$ cat src/sv/wpss_pkg.sv
// wpss_pkg: types, constants and helpers for the well plate stage sequencer
// used by well_plate_stage_sequencer; no dependencies
`timescale 1ns / 1ps

package wpss_pkg;

    localparam int WELLS_PER_BAND = 8;
    localparam int NUM_BANDS      = 4;
    localparam int NUM_WELLS      = WELLS_PER_BAND * NUM_BANDS;

    localparam int WELL_W = 6;
    localparam int TGT_W  = 24;
    localparam int BAND_W = (NUM_BANDS > 1) ? $clog2(NUM_BANDS) : 1;
    localparam int SLOT_W = $clog2(WELLS_PER_BAND);

    localparam logic [BAND_W-1:0] BAND_LAST = BAND_W'(NUM_BANDS - 1);
    localparam logic [SLOT_W-1:0] SLOT_LAST = SLOT_W'(WELLS_PER_BAND - 1);
    localparam logic [WELL_W-1:0] WELL_EJECT = WELL_W'(NUM_WELLS);

    localparam int S_TDATA_W = 16;
    localparam int M_TDATA_W = 72;
    localparam int KIND_W    = 2;
    localparam int CFG_IDX_W = 3;
    localparam int CFG_W     = 17;

    typedef enum logic [KIND_W-1:0] {
        KIND_STATUS = 2'd0,
        KIND_MOVE   = 2'd1,
        KIND_ZERO   = 2'd2,
        KIND_REPLY  = 2'd3
    } kind_t;

    // register indexes
    localparam logic [CFG_IDX_W-1:0] REG_JOG_STEP   = 3'd0;
    localparam logic [CFG_IDX_W-1:0] REG_WELL_PITCH = 3'd1;
    localparam logic [CFG_IDX_W-1:0] REG_BAND_PITCH = 3'd2;
    localparam logic [CFG_IDX_W-1:0] REG_HOME_TOP   = 3'd3;
    localparam logic [CFG_IDX_W-1:0] REG_HOME_BOT   = 3'd4;
    localparam logic [CFG_IDX_W-1:0] REG_EJECT_TOP  = 3'd5;
    localparam logic [CFG_IDX_W-1:0] REG_EJECT_BOT  = 3'd6;

    // register reset values
    localparam logic [7:0]         JOG_STEP_RST   = 8'd5;
    localparam logic [11:0]        WELL_PITCH_RST = 12'd225;
    localparam logic [13:0]        BAND_PITCH_RST = 14'd675;
    localparam logic signed [16:0] HOME_TOP_RST   = -17'sd4310;
    localparam logic signed [16:0] HOME_BOT_RST   = 17'sd2600;
    localparam logic signed [16:0] EJECT_TOP_RST  = 17'sd2025;
    localparam logic signed [16:0] EJECT_BOT_RST  = 17'sd900;

    // command characters
    localparam logic [7:0] CMD_IDENT   = 8'h3F; // '?'
    localparam logic [7:0] CMD_PATTERN = 8'h58; // 'X'
    localparam logic [7:0] CMD_HOME    = 8'h5A; // 'Z'
    localparam logic [7:0] CMD_NEXT    = 8'h4E; // 'N'
    localparam logic [7:0] CMD_PREV    = 8'h4C; // 'L'
    localparam logic [7:0] CMD_EJECT   = 8'h45; // 'E'
    localparam logic [7:0] CMD_TOP_UP  = 8'h55; // 'U'
    localparam logic [7:0] CMD_TOP_DN  = 8'h49; // 'I'
    localparam logic [7:0] CMD_BOT_UP  = 8'h4F; // 'O'
    localparam logic [7:0] CMD_BOT_DN  = 8'h50; // 'P'
    localparam logic [7:0] CMD_ZERO    = 8'h4D; // 'M'
    localparam logic [7:0] CMD_VA_OFF  = 8'h41; // 'A'
    localparam logic [7:0] CMD_VA_ON   = 8'h53; // 'S'
    localparam logic [7:0] CMD_VB_OFF  = 8'h44; // 'D'
    localparam logic [7:0] CMD_VB_ON   = 8'h46; // 'F'
    localparam logic [7:0] CMD_VC_OFF  = 8'h47; // 'G'
    localparam logic [7:0] CMD_VC_ON   = 8'h48; // 'H'

    // identity reply "2xCS"
    localparam logic [7:0] REPLY_0 = 8'h32;
    localparam logic [7:0] REPLY_1 = 8'h78;
    localparam logic [7:0] REPLY_2 = 8'h43;
    localparam logic [7:0] REPLY_3 = 8'h53;

    typedef struct packed {
        kind_t                    kind;
        logic                     busy;
        logic [2:0]               valves;
        logic [WELL_W-1:0]        well;
        logic [7:0]               reply;
        logic signed [TGT_W-1:0]  bottom;
        logic signed [TGT_W-1:0]  top;
    } item_t;

    // saturating add into the 24-bit signed target range
    function automatic logic signed [TGT_W-1:0] sat_add(
        input logic signed [TGT_W-1:0] a,
        input logic signed [17:0]      d
    );
        logic signed [TGT_W:0] s;
        s = {a[TGT_W-1], a} + {{(TGT_W-17){d[17]}}, d};
        if (s[TGT_W] != s[TGT_W-1]) begin
            return s[TGT_W] ? {1'b1, {(TGT_W-1){1'b0}}} : {1'b0, {(TGT_W-1){1'b1}}};
        end
        return s[TGT_W-1:0];
    endfunction

endpackage

$ cat src/sv/well_plate_stage_sequencer.sv
// well_plate_stage_sequencer: command and homing sequencer for a well plate stage
// depends on wpss_pkg (types, command codes, saturating add)
`timescale 1ns / 1ps

//  channel   dir   tdata / tuser                                    tlast
//  s_        in    rx_byte, top_switch_open, bottom_switch_open /   -
//                  cmd
//  m_        out   target_top, target_bottom, reply_byte,           last
//                  well_position, valve_a/b/c, homing_busy / kind
//  cfg_      in    write enable, register index, write data         -
//
// an item waits in the input register until the result buffer is free, then its
// results land in a four-entry result buffer; most items give one result, one per
// cycle unless m_ stalls; the identity reply gives four results and holds the
// buffer until all transfer; a new item loads in the cycle its last result transfers
// reset clears the state, the registers return to their defaults; no clearing pass
// a stall on m_ holds the buffer and, once the input register is full, s_tready

module well_plate_stage_sequencer (
    input  logic                              aclk,
    input  logic                              aresetn,
    input  logic                              s_tvalid,
    output logic                              s_tready,
    // [7:0] rx_byte, [8] top_switch_open, [9] bottom_switch_open, [15:10] zero
    input  logic [wpss_pkg::S_TDATA_W-1:0]    s_tdata,
    // [0] cmd
    input  logic [0:0]                        s_tuser,
    output logic                              m_tvalid,
    input  logic                              m_tready,
    // [23:0] target_top, [47:24] target_bottom, [55:48] reply_byte,
    // [61:56] well_position, [62] valve_a, [63] valve_b, [64] valve_c,
    // [65] homing_busy, [71:66] zero
    output logic [wpss_pkg::M_TDATA_W-1:0]    m_tdata,
    // [1:0] kind
    output logic [wpss_pkg::KIND_W-1:0]       m_tuser,
    output logic                              m_tlast,
    input  logic                              cfg_we,
    input  logic [wpss_pkg::CFG_IDX_W-1:0]    cfg_index,
    input  logic [wpss_pkg::CFG_W-1:0]        cfg_wdata
);

    localparam int TW = wpss_pkg::TGT_W;
    localparam int BW = wpss_pkg::BAND_W;
    localparam int SW = wpss_pkg::SLOT_W;
    localparam int WW = wpss_pkg::WELL_W;

    // configuration registers
    logic [7:0]         jog_step_reg;
    logic [11:0]        well_pitch_reg;
    logic [13:0]        band_pitch_reg;
    logic signed [16:0] home_top_reg;
    logic signed [16:0] home_bot_reg;
    logic signed [16:0] eject_top_reg;
    logic signed [16:0] eject_bot_reg;

    always_ff @(posedge aclk) begin
        if (!aresetn) begin
            jog_step_reg   <= wpss_pkg::JOG_STEP_RST;
            well_pitch_reg <= wpss_pkg::WELL_PITCH_RST;
            band_pitch_reg <= wpss_pkg::BAND_PITCH_RST;
            home_top_reg   <= wpss_pkg::HOME_TOP_RST;
            home_bot_reg   <= wpss_pkg::HOME_BOT_RST;
            eject_top_reg  <= wpss_pkg::EJECT_TOP_RST;
            eject_bot_reg  <= wpss_pkg::EJECT_BOT_RST;
        end else if (cfg_we) begin
            unique case (cfg_index)
                wpss_pkg::REG_JOG_STEP:   jog_step_reg   <= cfg_wdata[7:0];
                wpss_pkg::REG_WELL_PITCH: well_pitch_reg <= cfg_wdata[11:0];
                wpss_pkg::REG_BAND_PITCH: band_pitch_reg <= cfg_wdata[13:0];
                wpss_pkg::REG_HOME_TOP:   home_top_reg   <= cfg_wdata;
                wpss_pkg::REG_HOME_BOT:   home_bot_reg   <= cfg_wdata;
                wpss_pkg::REG_EJECT_TOP:  eject_top_reg  <= cfg_wdata;
                wpss_pkg::REG_EJECT_BOT:  eject_bot_reg  <= cfg_wdata;
                default: ;
            endcase
        end
    end

    // input register
    logic       in_valid_reg;
    logic       cmd_reg;
    logic [7:0] byte_reg;
    logic       top_open_reg;
    logic       bot_open_reg;

    // sequencer state
    logic [WW-1:0]    well_reg;
    logic [BW-1:0]    band_reg;
    logic [SW-1:0]    slot_reg;
    logic signed [TW-1:0] top_reg;
    logic signed [TW-1:0] bot_reg;
    logic             snake_reg;
    logic             homing_reg;
    logic [2:0]       valves_reg;

    // result buffer
    wpss_pkg::item_t  buf_reg [4];
    logic             out_valid_reg;
    logic [1:0]       out_ptr_reg;
    logic [1:0]       out_last_reg;

    logic out_xfer, out_done, load;

    assign out_xfer = out_valid_reg && m_tready;
    assign out_done = out_xfer && (out_ptr_reg == out_last_reg);
    assign load     = in_valid_reg && (!out_valid_reg || out_done);
    assign s_tready = !in_valid_reg || load;

    always_ff @(posedge aclk) begin
        if (!aresetn) begin
            in_valid_reg <= 1'b0;
        end else if (s_tready) begin
            in_valid_reg <= s_tvalid;
        end
    end

    always_ff @(posedge aclk) begin
        if (s_tvalid && s_tready) begin
            cmd_reg      <= s_tuser[0];
            byte_reg     <= s_tdata[7:0];
            top_open_reg <= s_tdata[8];
            bot_open_reg <= s_tdata[9];
        end
    end

    // neighbor well selection for next and previous
    logic [BW-1:0] goto_band;
    logic [SW-1:0] goto_slot;
    logic [SW-1:0] goto_slot_eff;
    logic [BW+13:0] prod_top;
    logic [SW+11:0] prod_bot;
    logic signed [TW-1:0] goto_top;
    logic signed [TW-1:0] goto_bot;

    always_comb begin
        goto_band = band_reg;
        goto_slot = slot_reg;
        if (byte_reg == wpss_pkg::CMD_PREV) begin
            if (well_reg == wpss_pkg::WELL_EJECT) begin
                goto_band = wpss_pkg::BAND_LAST;
                goto_slot = wpss_pkg::SLOT_LAST;
            end else if (slot_reg == '0) begin
                goto_band = band_reg - BW'(1);
                goto_slot = wpss_pkg::SLOT_LAST;
            end else begin
                goto_slot = slot_reg - SW'(1);
            end
        end else begin
            if (slot_reg == wpss_pkg::SLOT_LAST) begin
                goto_band = band_reg + BW'(1);
                goto_slot = '0;
            end else begin
                goto_slot = slot_reg + SW'(1);
            end
        end
    end

    // odd bands run backwards in snake pattern
    assign goto_slot_eff = (snake_reg && goto_band[0]) ? (wpss_pkg::SLOT_LAST - goto_slot)
                                                       : goto_slot;
    assign prod_top = (BW+14)'(goto_band) * (BW+14)'(band_pitch_reg);
    assign prod_bot = (SW+12)'(goto_slot_eff) * (SW+12)'(well_pitch_reg);
    assign goto_top = TW'(prod_top);
    assign goto_bot = TW'(0) - TW'(prod_bot);

    // per-item decode
    logic [WW-1:0]        well_next;
    logic [BW-1:0]        band_next;
    logic [SW-1:0]        slot_next;
    logic signed [TW-1:0] top_next;
    logic signed [TW-1:0] bot_next;
    logic                 snake_next;
    logic                 homing_next;
    logic [2:0]           valves_next;
    logic signed [TW-1:0] mid_top;
    logic signed [TW-1:0] mid_bot;
    logic [WW-1:0]        mid_well;
    logic                 mid_busy;
    logic                 mid_used;
    wpss_pkg::kind_t      kind0;
    logic [1:0]           last_next;
    logic                 is_ident;
    logic [WW:0]          well_inc;
    logic signed [17:0]   jog_pos;
    logic signed [17:0]   jog_neg;
    wpss_pkg::item_t      items [4];

    assign well_inc = {1'b0, well_reg} + (WW+1)'(1);
    assign jog_pos  = {10'b0, jog_step_reg};
    assign jog_neg  = 18'sd0 - jog_pos;

    always_comb begin
        well_next   = well_reg;
        band_next   = band_reg;
        slot_next   = slot_reg;
        top_next    = top_reg;
        bot_next    = bot_reg;
        snake_next  = snake_reg;
        homing_next = homing_reg;
        valves_next = valves_reg;
        mid_top     = top_reg;
        mid_bot     = bot_reg;
        mid_well    = well_reg;
        mid_busy    = homing_reg;
        mid_used    = 1'b0;
        kind0       = wpss_pkg::KIND_STATUS;
        last_next   = 2'd0;
        is_ident    = 1'b0;
        if (cmd_reg) begin
            if (homing_reg) begin
                if (top_open_reg || bot_open_reg) begin
                    kind0 = wpss_pkg::KIND_MOVE;
                    if (top_open_reg) top_next = wpss_pkg::sat_add(top_reg, 18'sd1);
                    if (bot_open_reg) bot_next = wpss_pkg::sat_add(bot_reg, -18'sd1);
                end else begin
                    // both pressed: offset move, then origin re-zero
                    kind0       = wpss_pkg::KIND_MOVE;
                    mid_used    = 1'b1;
                    mid_top     = wpss_pkg::sat_add(top_reg, {home_top_reg[16], home_top_reg});
                    mid_bot     = wpss_pkg::sat_add(bot_reg, {home_bot_reg[16], home_bot_reg});
                    homing_next = 1'b0;
                    well_next   = '0;
                    band_next   = '0;
                    slot_next   = '0;
                    top_next    = '0;
                    bot_next    = '0;
                    last_next   = 2'd1;
                end
            end
        end else if (!homing_reg) begin
            unique case (byte_reg)
                wpss_pkg::CMD_IDENT: begin
                    kind0     = wpss_pkg::KIND_REPLY;
                    is_ident  = 1'b1;
                    last_next = 2'd3;
                end
                wpss_pkg::CMD_PATTERN: snake_next  = !snake_reg;
                wpss_pkg::CMD_HOME:    homing_next = 1'b1;
                wpss_pkg::CMD_NEXT: begin
                    if (well_inc < (WW+1)'(wpss_pkg::NUM_WELLS)) begin
                        kind0     = wpss_pkg::KIND_MOVE;
                        well_next = well_inc[WW-1:0];
                        band_next = goto_band;
                        slot_next = goto_slot;
                        top_next  = goto_top;
                        bot_next  = goto_bot;
                    end
                end
                wpss_pkg::CMD_PREV: begin
                    if (well_reg != '0) begin
                        kind0     = wpss_pkg::KIND_MOVE;
                        well_next = well_reg - WW'(1);
                        band_next = goto_band;
                        slot_next = goto_slot;
                        top_next  = goto_top;
                        bot_next  = goto_bot;
                    end
                end
                wpss_pkg::CMD_EJECT: begin
                    kind0     = wpss_pkg::KIND_MOVE;
                    well_next = wpss_pkg::WELL_EJECT;
                    top_next  = {{(TW-17){eject_top_reg[16]}}, eject_top_reg};
                    bot_next  = {{(TW-17){eject_bot_reg[16]}}, eject_bot_reg};
                end
                wpss_pkg::CMD_TOP_UP: begin
                    kind0    = wpss_pkg::KIND_MOVE;
                    top_next = wpss_pkg::sat_add(top_reg, jog_pos);
                end
                wpss_pkg::CMD_TOP_DN: begin
                    kind0    = wpss_pkg::KIND_MOVE;
                    top_next = wpss_pkg::sat_add(top_reg, jog_neg);
                end
                wpss_pkg::CMD_BOT_UP: begin
                    kind0    = wpss_pkg::KIND_MOVE;
                    bot_next = wpss_pkg::sat_add(bot_reg, jog_pos);
                end
                wpss_pkg::CMD_BOT_DN: begin
                    kind0    = wpss_pkg::KIND_MOVE;
                    bot_next = wpss_pkg::sat_add(bot_reg, jog_neg);
                end
                wpss_pkg::CMD_ZERO: begin
                    kind0     = wpss_pkg::KIND_ZERO;
                    well_next = '0;
                    band_next = '0;
                    slot_next = '0;
                    top_next  = '0;
                    bot_next  = '0;
                end
                wpss_pkg::CMD_VA_OFF: valves_next[0] = 1'b0;
                wpss_pkg::CMD_VA_ON:  valves_next[0] = 1'b1;
                wpss_pkg::CMD_VB_OFF: valves_next[1] = 1'b0;
                wpss_pkg::CMD_VB_ON:  valves_next[1] = 1'b1;
                wpss_pkg::CMD_VC_OFF: valves_next[2] = 1'b0;
                wpss_pkg::CMD_VC_ON:  valves_next[2] = 1'b1;
                default: ;
            endcase
        end
        if (!mid_used) begin
            mid_top  = top_next;
            mid_bot  = bot_next;
            mid_well = well_next;
            mid_busy = homing_next;
        end
    end

    always_comb begin
        for (int k = 0; k < 4; k++) begin
            items[k].kind   = is_ident ? wpss_pkg::KIND_REPLY : wpss_pkg::KIND_ZERO;
            items[k].busy   = homing_next;
            items[k].valves = valves_next;
            items[k].well   = well_next;
            items[k].reply  = '0;
            items[k].bottom = bot_next;
            items[k].top    = top_next;
        end
        items[0].kind  = kind0;
        items[0].busy  = mid_busy;
        items[0].well  = mid_well;
        items[0].top   = mid_top;
        items[0].bottom = mid_bot;
        if (is_ident) begin
            items[0].reply = wpss_pkg::REPLY_0;
            items[1].reply = wpss_pkg::REPLY_1;
            items[2].reply = wpss_pkg::REPLY_2;
            items[3].reply = wpss_pkg::REPLY_3;
        end
    end

    // state and result buffer update
    always_ff @(posedge aclk) begin
        if (!aresetn) begin
            well_reg      <= '0;
            band_reg      <= '0;
            slot_reg      <= '0;
            top_reg       <= '0;
            bot_reg       <= '0;
            snake_reg     <= 1'b1;
            homing_reg    <= 1'b0;
            valves_reg    <= '0;
            out_valid_reg <= 1'b0;
            out_ptr_reg   <= '0;
            out_last_reg  <= '0;
        end else if (load) begin
            well_reg      <= well_next;
            band_reg      <= band_next;
            slot_reg      <= slot_next;
            top_reg       <= top_next;
            bot_reg       <= bot_next;
            snake_reg     <= snake_next;
            homing_reg    <= homing_next;
            valves_reg    <= valves_next;
            out_valid_reg <= 1'b1;
            out_ptr_reg   <= '0;
            out_last_reg  <= last_next;
        end else if (out_done) begin
            out_valid_reg <= 1'b0;
        end else if (out_xfer) begin
            out_ptr_reg   <= out_ptr_reg + 2'd1;
        end
    end

    always_ff @(posedge aclk) begin
        if (load) begin
            for (int k = 0; k < 4; k++) begin
                buf_reg[k] <= items[k];
            end
        end
    end

    wpss_pkg::item_t cur;
    assign cur = buf_reg[out_ptr_reg];

    assign m_tvalid = out_valid_reg;
    assign m_tlast  = (out_ptr_reg == out_last_reg);
    assign m_tuser  = cur.kind;
    assign m_tdata  = {6'b0, cur.busy, cur.valves, cur.well, cur.reply, cur.bottom, cur.top};

    // checks
    a_ptr_in_range: assert property (@(posedge aclk) disable iff (!aresetn)
        out_valid_reg |-> (out_ptr_reg <= out_last_reg))
        else $error("result pointer past last entry");

    a_four_only_reply: assert property (@(posedge aclk) disable iff (!aresetn)
        (out_valid_reg && out_last_reg == 2'd3) |-> (buf_reg[0].kind == wpss_pkg::KIND_REPLY))
        else $error("four-result burst that is not the identity reply");

    a_zero_is_last: assert property (@(posedge aclk) disable iff (!aresetn)
        (m_tvalid && m_tuser == wpss_pkg::KIND_ZERO) |-> m_tlast)
        else $error("zero origin result not final");

    a_byte_in_homing_holds: assert property (@(posedge aclk) disable iff (!aresetn)
        (load && homing_reg && !cmd_reg) |=>
            (top_reg == $past(top_reg) && bot_reg == $past(bot_reg)
             && well_reg == $past(well_reg)))
        else $error("byte during homing changed the stage state");

    a_well_in_range: assert property (@(posedge aclk) disable iff (!aresetn)
        well_reg <= wpss_pkg::WELL_EJECT)
        else $error("well index beyond eject");

endmodule

$ cat config.mk
export PLATFORM = sky130hd
export DESIGN_NAME = well_plate_stage_sequencer
export DESIGN_NICKNAME = d
export VERILOG_FILES = /design/src/sv/wpss_pkg.sv /design/src/sv/well_plate_stage_sequencer.sv
export SDC_FILE = /design/constraint.sdc
export NUM_CORES = 1
export LEC_CHECK = 0
export ABC_AREA = 1
export BUFFER_PORTS_ARGS = -buffer_cell sky130_fd_sc_hd__buf_4
export CAP_MARGIN = 15
export CELL_PAD_IN_SITES_DETAIL_PLACEMENT = 1
export CELL_PAD_IN_SITES_GLOBAL_PLACEMENT = 1
export CORE_AREA = 3 3 250 252
export DETAILED_ROUTE_END_ITERATION = 10
export DIE_AREA = 0 0 253 255
export PLACE_DENSITY = 0.92
export SYNTH_ARGS = -nofsm -noshare
export SYNTH_HDL_FRONTEND = slang
export SYNTH_SLANG_ARGS = --single-unit
export TNS_END_PERCENT = 5
$ cat constraint.sdc
create_clock -name aclk -period 7.6 [get_ports aclk]
set_input_delay 1.52 -clock aclk [delete_from_list [all_inputs] [get_ports aclk]]
set_output_delay 1.52 -clock aclk [all_outputs]
set_load 0.005 [all_outputs]
==> reports/results.ini, run 1 <==
[floorplan]
die_h_um = 255
die-area_um2 = 64520
rows = 90
io_pins = 119
start_util_pct = 45.75
core_area_um2 = 60360
die-width_um = 253

[clock_network]
cts_made_buffers = 36
cts_tree = done
cts-htree-levels = 2
clk_latency_ns = 0.59
postCtsSetupRepairBufs = 0
holdBufCountCts = 0
clk_pin_slew_worst_paths_ns = 0.07
cts_sinks = 301
cts.path.max_buffers = 3
clockRootBuffer = clkbuf_16
cts_resized = 0

[finish]
design_area_um2 = 30100
fillers = 8135
utilization_pct = 49.86
drive_gt1_share_pct = 9.331
diodes = 0
nets = 4500
final_cell_count_no_fill = 5090
syn_to_final_growth_pct = 8.980
largest_reg_flops = 116

[worst_setup_path]
worstSetupPathType = flop to flop
critPathMaxStageDelay_ns = 0.93
slowest_stage = xor2_1
crit_path_start = well_reg[0]
r2r_start = well_reg[0]
endpoint_kind = flop
start_kind = flop
cp_data_required_time_ns = 7.91
crit_path_max_fanout = 11
cp.arrival_ns = 6.51
crit_top_cell = nand2_1

[routing]
drc = 0
routedWlPerCell_um = 23.07
viasPerCell = 6.037
dr.pass1.iters = 5
ant_nets = 0
drt-total-wl_mm = 117.4
drt_iter0_markers = 3273
dr_total_vias = 30730

[yosys]
synth_top_area_share_pct = 17.43
synth_common_cells = 1282 x nand2_1, 443 x inv_1, 384 x nor2_1
yosysWarnings = 0
synth_area_leaders = nand2_1 17%, edfxtp_1 14%, dfxtp_1 13%
ys_seq_elements = 301
synth_area_um2 = 27620
yosysUniqueCellTypes = 64
synth.most_common_cell = nand2_1
synth_area_leader_cell = nand2_1
syn_avg_cell_area_um2 = 6.493
seq_area_frac_synth_pct = 26.42
synth-async-reset-ratio_pct = 0
synth_edf_count = 127
syn_inst = 4253
ys.flop_type = dfxtp_1

[sta]
worstMarginPinSlew_ns = 1.153
slew_violations = 0
setup_tns_ns = 0
period_share_pct = 81.65
hold_viol = 0
whs_ns = 0.4632
slew_headroom_pct = 22.63
fin_crit_ns = 6.205
finalSetupViolations = 0
finClkSkew_ns = 0.03741
fmax_ghz = 0.1612
fin_ws_ns = 1.395
rsz0062_at_grt = no

[placed_design]
place_area_um2 = 28860
port_buffers = 104
hpwl_mm = 89.41
post-place-ws_ns = 1.683
place.gp.congestion = 1.019
dp_cells = 5025

[power_and_ir_drop]
p_leak_nw = 14.98
irDropWorstVdd_mv = 0.1401
total_power_mw = 4.293
p_per_area_nw_per_um2 = 142.6

[outcome]
status = complete, no violations

[global_routing]
grt_overflow = 0
antenna_found_initial = 2
track_usage_pct = 35.41
grt_max_degree = 103
grt_pass1_wl_mm = 177.2
grt_pass1_vias = 30490

[run]
drv_cap = 0

[worst_hold_path]
hold_class = flop to flop
hp-start = eject_top_reg[6]

==> worst max-delay path, delay by kind of cell (launching register included) <==
family,cells,cell delay (ns)
AO/OA/AOI/OAI,2,0.41
buffers and inverters,6,0.61
XOR/XNOR,1,0.93
adder cells (fa/ha/maj),4,1.10
AND/OR/NAND/NOR,18,2.45
flip-flops,1,0.45
==> routing by layer <==
layer	wire (um)	track usage, %	up-vias	share of wire [%]
met4	3690	10.96	4	3.1
met2	51070	55.63	1521	43
met1	49380	49.01	14940	42
li1	-	-	14020	-
met5	27	0	-	0.023
met3	13270	7.306	253	11
==> where the power goes <==
group          internal, mW  leakage [nW]  total (mW)  switching (mW)
combinational         0.204          11.7       0.679           0.476
sequential             1.74          2.64        1.78          0.0396
clock                  1.06         0.601        1.84           0.773
==> cells by family (layout without fill, tap and decap cells) <==
group	count (synthesis)	count (layout)	synth area share (%)
AND/OR/NAND/NOR	2190	2190	33.72
other	1	8	0.01358
AO/OA/AOI/OAI	752	752	14.97
flip-flops	301	301	26.42
buffers and inverters	628	676	9.397
adder cells (fa/ha/maj)	177	177	8.509
multiplexers	55	55	2.243
XOR/XNOR	149	149	4.726
==> cell usage in the layout (no fill, tap or decap), types with 25 or more instances in the layout <==
cell type,count
nand2_1,1282
inv_1,442
nor2_1,381
a21oi_1,303
nand3_1,294
o21ai_0,274
dfxtp_1,174
ha_1,159
buf_4,136
edfxtp_1,127
xor2_1,99
nand4_1,69
mux2_2,55
xnor2_1,50
nand2_2,38
clkbuf_16,38
nor3_1,33
o22ai_1,33
o211ai_1,31
o21ai_1,26
nor2_2,25
==> worst paths after layout <==
path / end / slack [ns] / cells past startpoint
max: buf_reg[0][38] / 1.39 / 31
min reg2reg: eject_top_reg[6] / 0.46 / 2
min: eject_top_reg[6] / 0.46 / 2
max reg2reg: buf_reg[0][38] / 1.39 / 31
==> cell type report <==
type / count / area, um^2 / share of cell area, %
sequential: 301 / 7297 / 24.25
tap: 782 / 978.4 / 3.251
inverter: 475 / 1790 / 5.949
clock buffer: 52 / 1074 / 3.567
clock inverter: 13 / 157.7 / 0.5238
multi-input combinational: 3331 / 17780 / 59.07
timing repair buffer: 136 / 1021 / 3.393
(Power assumes the default switching activity.)
==> run 2, diff against run 1 <==
--- a/config.mk
+++ b/config.mk
@@ -5,15 +5,15 @@
 export SDC_FILE = /design/constraint.sdc
 export NUM_CORES = 1
 export LEC_CHECK = 0
-export ABC_AREA = 1
+export ABC_AREA = 0
 export BUFFER_PORTS_ARGS = -buffer_cell sky130_fd_sc_hd__buf_4
 export CAP_MARGIN = 15
 export CELL_PAD_IN_SITES_DETAIL_PLACEMENT = 1
 export CELL_PAD_IN_SITES_GLOBAL_PLACEMENT = 1
-export CORE_AREA = 3 3 250 252
+export CORE_AREA = 3 3 246 248
 export DETAILED_ROUTE_END_ITERATION = 10
-export DIE_AREA = 0 0 253 255
-export PLACE_DENSITY = 0.92
+export DIE_AREA = 0 0 249 251
+export PLACE_DENSITY = 0.88
 export SYNTH_ARGS = -nofsm -noshare
 export SYNTH_HDL_FRONTEND = slang
 export SYNTH_SLANG_ARGS = --single-unit
==> constraint.sdc (replaced) <==
create_clock -name aclk -period 5.52 [get_ports aclk]
set_input_delay 1.104 -clock aclk [delete_from_list [all_inputs] [get_ports aclk]]
set_output_delay 1.104 -clock aclk [all_outputs]
set_load 0.005 [all_outputs]
==> run 2 against run 1 <==
Net effect: the run now ends with setup timing left; worst setup slack got worse by 1.7 ns; synthesized cell count decreased by 24%; wire length decreased by 8.4%; critical endpoint is now buf_reg[0][36].
==> reports/results.ini, run 2 <==
[finish]
final_cell_mix = 451 x nand2_1, 360 x a21oi_1, 247 x buf_4  ; was 1282 x nand2_1, 442 x inv_1, 381 x nor2_1
largest_reg_flops = 116  ; unchanged
fillers = 7142  ; was 8135
nets = 3552  ; was 4500
syn_to_final_growth_pct = 15.65  ; was 8.980%
final_common_cell = nand2_1  ; unchanged
drive_gt1_share_pct = 14.93  ; was 9.331%

[placed_design]
port_buffers = 104  ; unchanged
place.gp.congestion = 0.9627  ; was 1.019
hpwl_mm = 76.09  ; was 89.41 mm

[clock_network]
cts_sinks = 301  ; unchanged
cts.path.max_buffers = 3  ; unchanged
clk_pin_slew_worst_paths_ns = 0.06  ; was 0.07 ns
cts_made_buffers = 38  ; was 36
holdBufCountCts = 0  ; unchanged
cts_tree = done  ; unchanged
clockRootBuffer = clkbuf_16  ; unchanged
cts-htree-levels = 2  ; unchanged
clk_latency_ns = 0.59  ; about the same

[floorplan]
core_area_um2 = 58690  ; was 60360 um^2
die_h_um = 251  ; was 255 um
start_util_pct = 42.83  ; was 45.75%
die-width_um = 249  ; was 253 um
rows = 89  ; was 90
io_pins = 119  ; unchanged
die-area_um2 = 62500  ; was 64520 um^2

[worst_hold_path]
hold_class = flop to flop  ; unchanged
hold-path-cell-count = 2  ; unchanged
whs_endpoint = band_pitch_reg[8]  ; was eject_top_reg[6]
hp-start = band_pitch_reg[8]  ; was eject_top_reg[6]

[worst_setup_path]
critPathMaxStageDelay_ns = 0.49  ; was 0.93 ns
cp.arrival_ns = 6.06  ; was 6.51 ns
endpoint_kind = flop  ; unchanged
slowest_stage = fa_1  ; was xor2_1
worstSetupPathType = flop to flop  ; unchanged
crit_top_cell = o21ai_1  ; was nand2_1
rr_endpoint = buf_reg[0][36]  ; was buf_reg[0][38]
reg2reg_slack_ns = -0.27  ; was 1.39 ns
cp_data_required_time_ns = 5.79  ; was 7.91 ns
r2r_start = byte_reg[0]  ; was well_reg[0]
critPathBufInv = 3  ; was 6
r2r_cells = 22  ; was 31
cp_top_family = compound AO/OA/AOI/OAI gates  ; was simple AND/OR/NAND/NOR gates
start_kind = flop  ; unchanged
worstPathCellList = nor4bb_4 > and2_4 > buf_6 > o211ai_1 > a31oi_2 > nand2b_4 > buf_6 > xor2_4 > nand2_2 > fa_1 > ha_4 > ha_4 > buf_4 > a2111oi_1 > o21ai_1 > a41oi_2 > o21ai_1 > nand3b_1 > o21ai_1 > a221oi_2 > a31oi_2 > o21bai_1
crit_path_max_fanout = 7  ; was 11

[routing]
viasPerCell = 6.611  ; was 6.037
dr_total_vias = 27350  ; was 30730
routedWlPerCell_um = 26.01  ; was 23.07 um
drt-total-wl_mm = 107.6  ; was 117.4 mm
ant_nets = 0  ; unchanged
drt_iter0_markers = 3251  ; was 3273
dr.pass1.iters = 7  ; was 5
drc = 0  ; unchanged

[power_and_ir_drop]
total_power_mw = 7.070  ; was 4.293 mW
irDropWorstVdd_mv = 0.1887  ; was 0.1401 mV
p_leak_nw = 11.57  ; was 14.98 nW
p_per_area_nw_per_um2 = 243.2  ; was 142.6 nW/um^2

[outcome]
violations = setup timing
status = finished with violations  ; was complete, no violations

[sta]
slew_violations = 0  ; unchanged
worstMarginPinSlew_ns = 1.241  ; was 1.153 ns
slew_headroom_pct = 17.15  ; was 22.63%
whs_ns = 0.4613  ; was 0.4632 ns
fmax_ghz = 0.1728  ; was 0.1612 GHz
rsz0062_at_grt = yes  ; was no
period_share_pct = 104.9  ; was 81.65%
fin_ws_ns = -0.2681  ; was 1.395 ns
hold_viol = 0  ; unchanged
fin_crit_ns = 5.788  ; was 6.205 ns
setup_tns_ns = -2.392  ; was 0 ns
finalSetupViolations = 30  ; was 0
finClkSkew_ns = 0.02438  ; was 0.03741 ns

[yosys]
synth-async-reset-ratio_pct = 0  ; unchanged
ys_seq_elements = 301  ; unchanged
synth_edf_count = 127  ; unchanged
yosysUniqueCellTypes = 111  ; was 64
seq_area_frac_synth_pct = 29.03  ; was 26.42%
synth_area_leaders = edfxtp_1 15%, dfxtp_1 14%, ha_1 7.9%  ; was nand2_1 17%, edfxtp_1 14%, dfxtp_1 13%
syn_inst = 3227  ; was 4253
ys.flop_type = dfxtp_1  ; unchanged
yosysWarnings = 0  ; unchanged
synth_area_leader_cell = edfxtp_1  ; was nand2_1
synth_top_area_share_pct = 15.17  ; was 17.43%
syn_avg_cell_area_um2 = 7.789  ; was 6.493 um^2
synth_area_um2 = 25140  ; was 27620 um^2
synth_common_cells = 455 x nand2_1, 363 x a21oi_1, 247 x o21ai_0  ; was 1282 x nand2_1, 443 x inv_1, 384 x nor2_1
synth.most_common_cell = nand2_1  ; unchanged

[global_routing]
track_usage_pct = 32.92  ; was 35.41%
grt_max_degree = 115  ; was 103
grt_pass1_vias = 27060  ; was 30490
antenna_found_initial = 0  ; was 2
grt_pass1_wl_mm = 163.0  ; was 177.2 mm
grt_overflow = 0  ; unchanged

[run]
drv_cap = 0  ; unchanged

-- run 2: cell count changes in the layout (fill, tap and decap cells not counted), sizes merged, moves of 51 or more --
cell	change
nand2	-872
inv	-362
nor2	-188
a21o	+58
buf	+118
a21oi	+54
nand3	-208
o21ai	-51
-- run 2: worst max-delay path by stage --
stage / startpoint / to / slack, ns / depth (start not counted)
2_1_floorplan: byte_reg[4] / buf_reg[0][40] / -0.33 / 22
3_5_place_dp: byte_reg[0] / buf_reg[0][40] / -0.75 / 23
4_1_cts: byte_reg[0] / buf_reg[0][40] / -0.03 / 24
5_1_grt: byte_reg[0] / buf_reg[0][36] / -0.43 / 22
3_3_place_gp: byte_reg[0] / buf_reg[0][40] / -0.36 / 23
6_report: byte_reg[0] / buf_reg[0][36] / -0.27 / 22
-- run 2: layout make-up --
class	count	area [um^2]	area share (%)
clock inverter	16	217.7	0.7489
sequential	301	7297	25.10
tap	773	967.2	3.327
clock buffer	54	1169	4.020
inverter	108	411.6	1.416
timing repair buffer	255	1973	6.787
antenna	1	2.502	0.008608
multi-input combinational	2629	17030	58.59
-- run 2: worst min-delay path: cells and delay by family (launching register included) --
| family | cells | cell delay, ns |
|---|---|---|
| compound gates | 1 | 0.05 |
| simple gates | 1 | 0.05 |
| flops | 1 | 0.31 |
-- run 2: routing by layer --
layer / GRT usage (%) / vias to the layer above / routed length [um]
met5: 0 / - / 0
met2: 51.25 / 1538 / 46750
li1: - / 12040 / -
met1: 43.80 / 13460 / 43850
met3: 8.194 / 315 / 11880
met4: 13.42 / 0 / 5125
-- run 2: stage by stage --
step                std cells  setup slack, ns  area [um^2]  util [%]
global route             4136          -0.4280        29070     49.53
floorplan                3234          -0.3322        25170         -
detailed placement       4054          -0.7473        27190     46.33
global placement         4054          -0.3642        27190     46.33
CTS                      4131         -0.03130        28930     49.30
finish                   4137          -0.2681        29070     49.54
-- run 2: cells by family (layout without fill, tap and decap cells) --
kind of cell / count (synthesis) / count (layout) / share of synthesized area (%)
mux: 58 / 58 / 2.593
simple gates: 1144 / 1144 / 21.31
other cells: 1 / 9 / 0.01492
flops: 301 / 301 / 29.03
fa+ha+maj: 177 / 177 / 9.348
xor+xnor: 134 / 134 / 4.669
compound gates: 1108 / 1108 / 28.07
buf+inv: 304 / 433 / 4.958
-- run 2: report_power, final --
| part | internal, mW | total [mW] | switching [mW] |
|---|---|---|---|
| registers | 2.43 | 2.54 | 0.113 |
| logic | 0.631 | 1.72 | 1.09 |
| clock network | 1.72 | 2.81 | 1.10 |
| total | 4.77 | 7.07 | 2.30 |
-- run 2: what timing repair did --
action | CTS | global route
gates resized for setup | 52 | 17
pin swaps | 22 | 12
setup endpoints to repair | 56 | 62
buffers inserted | 9 | 2
hold endpoints to repair | 0 | 0
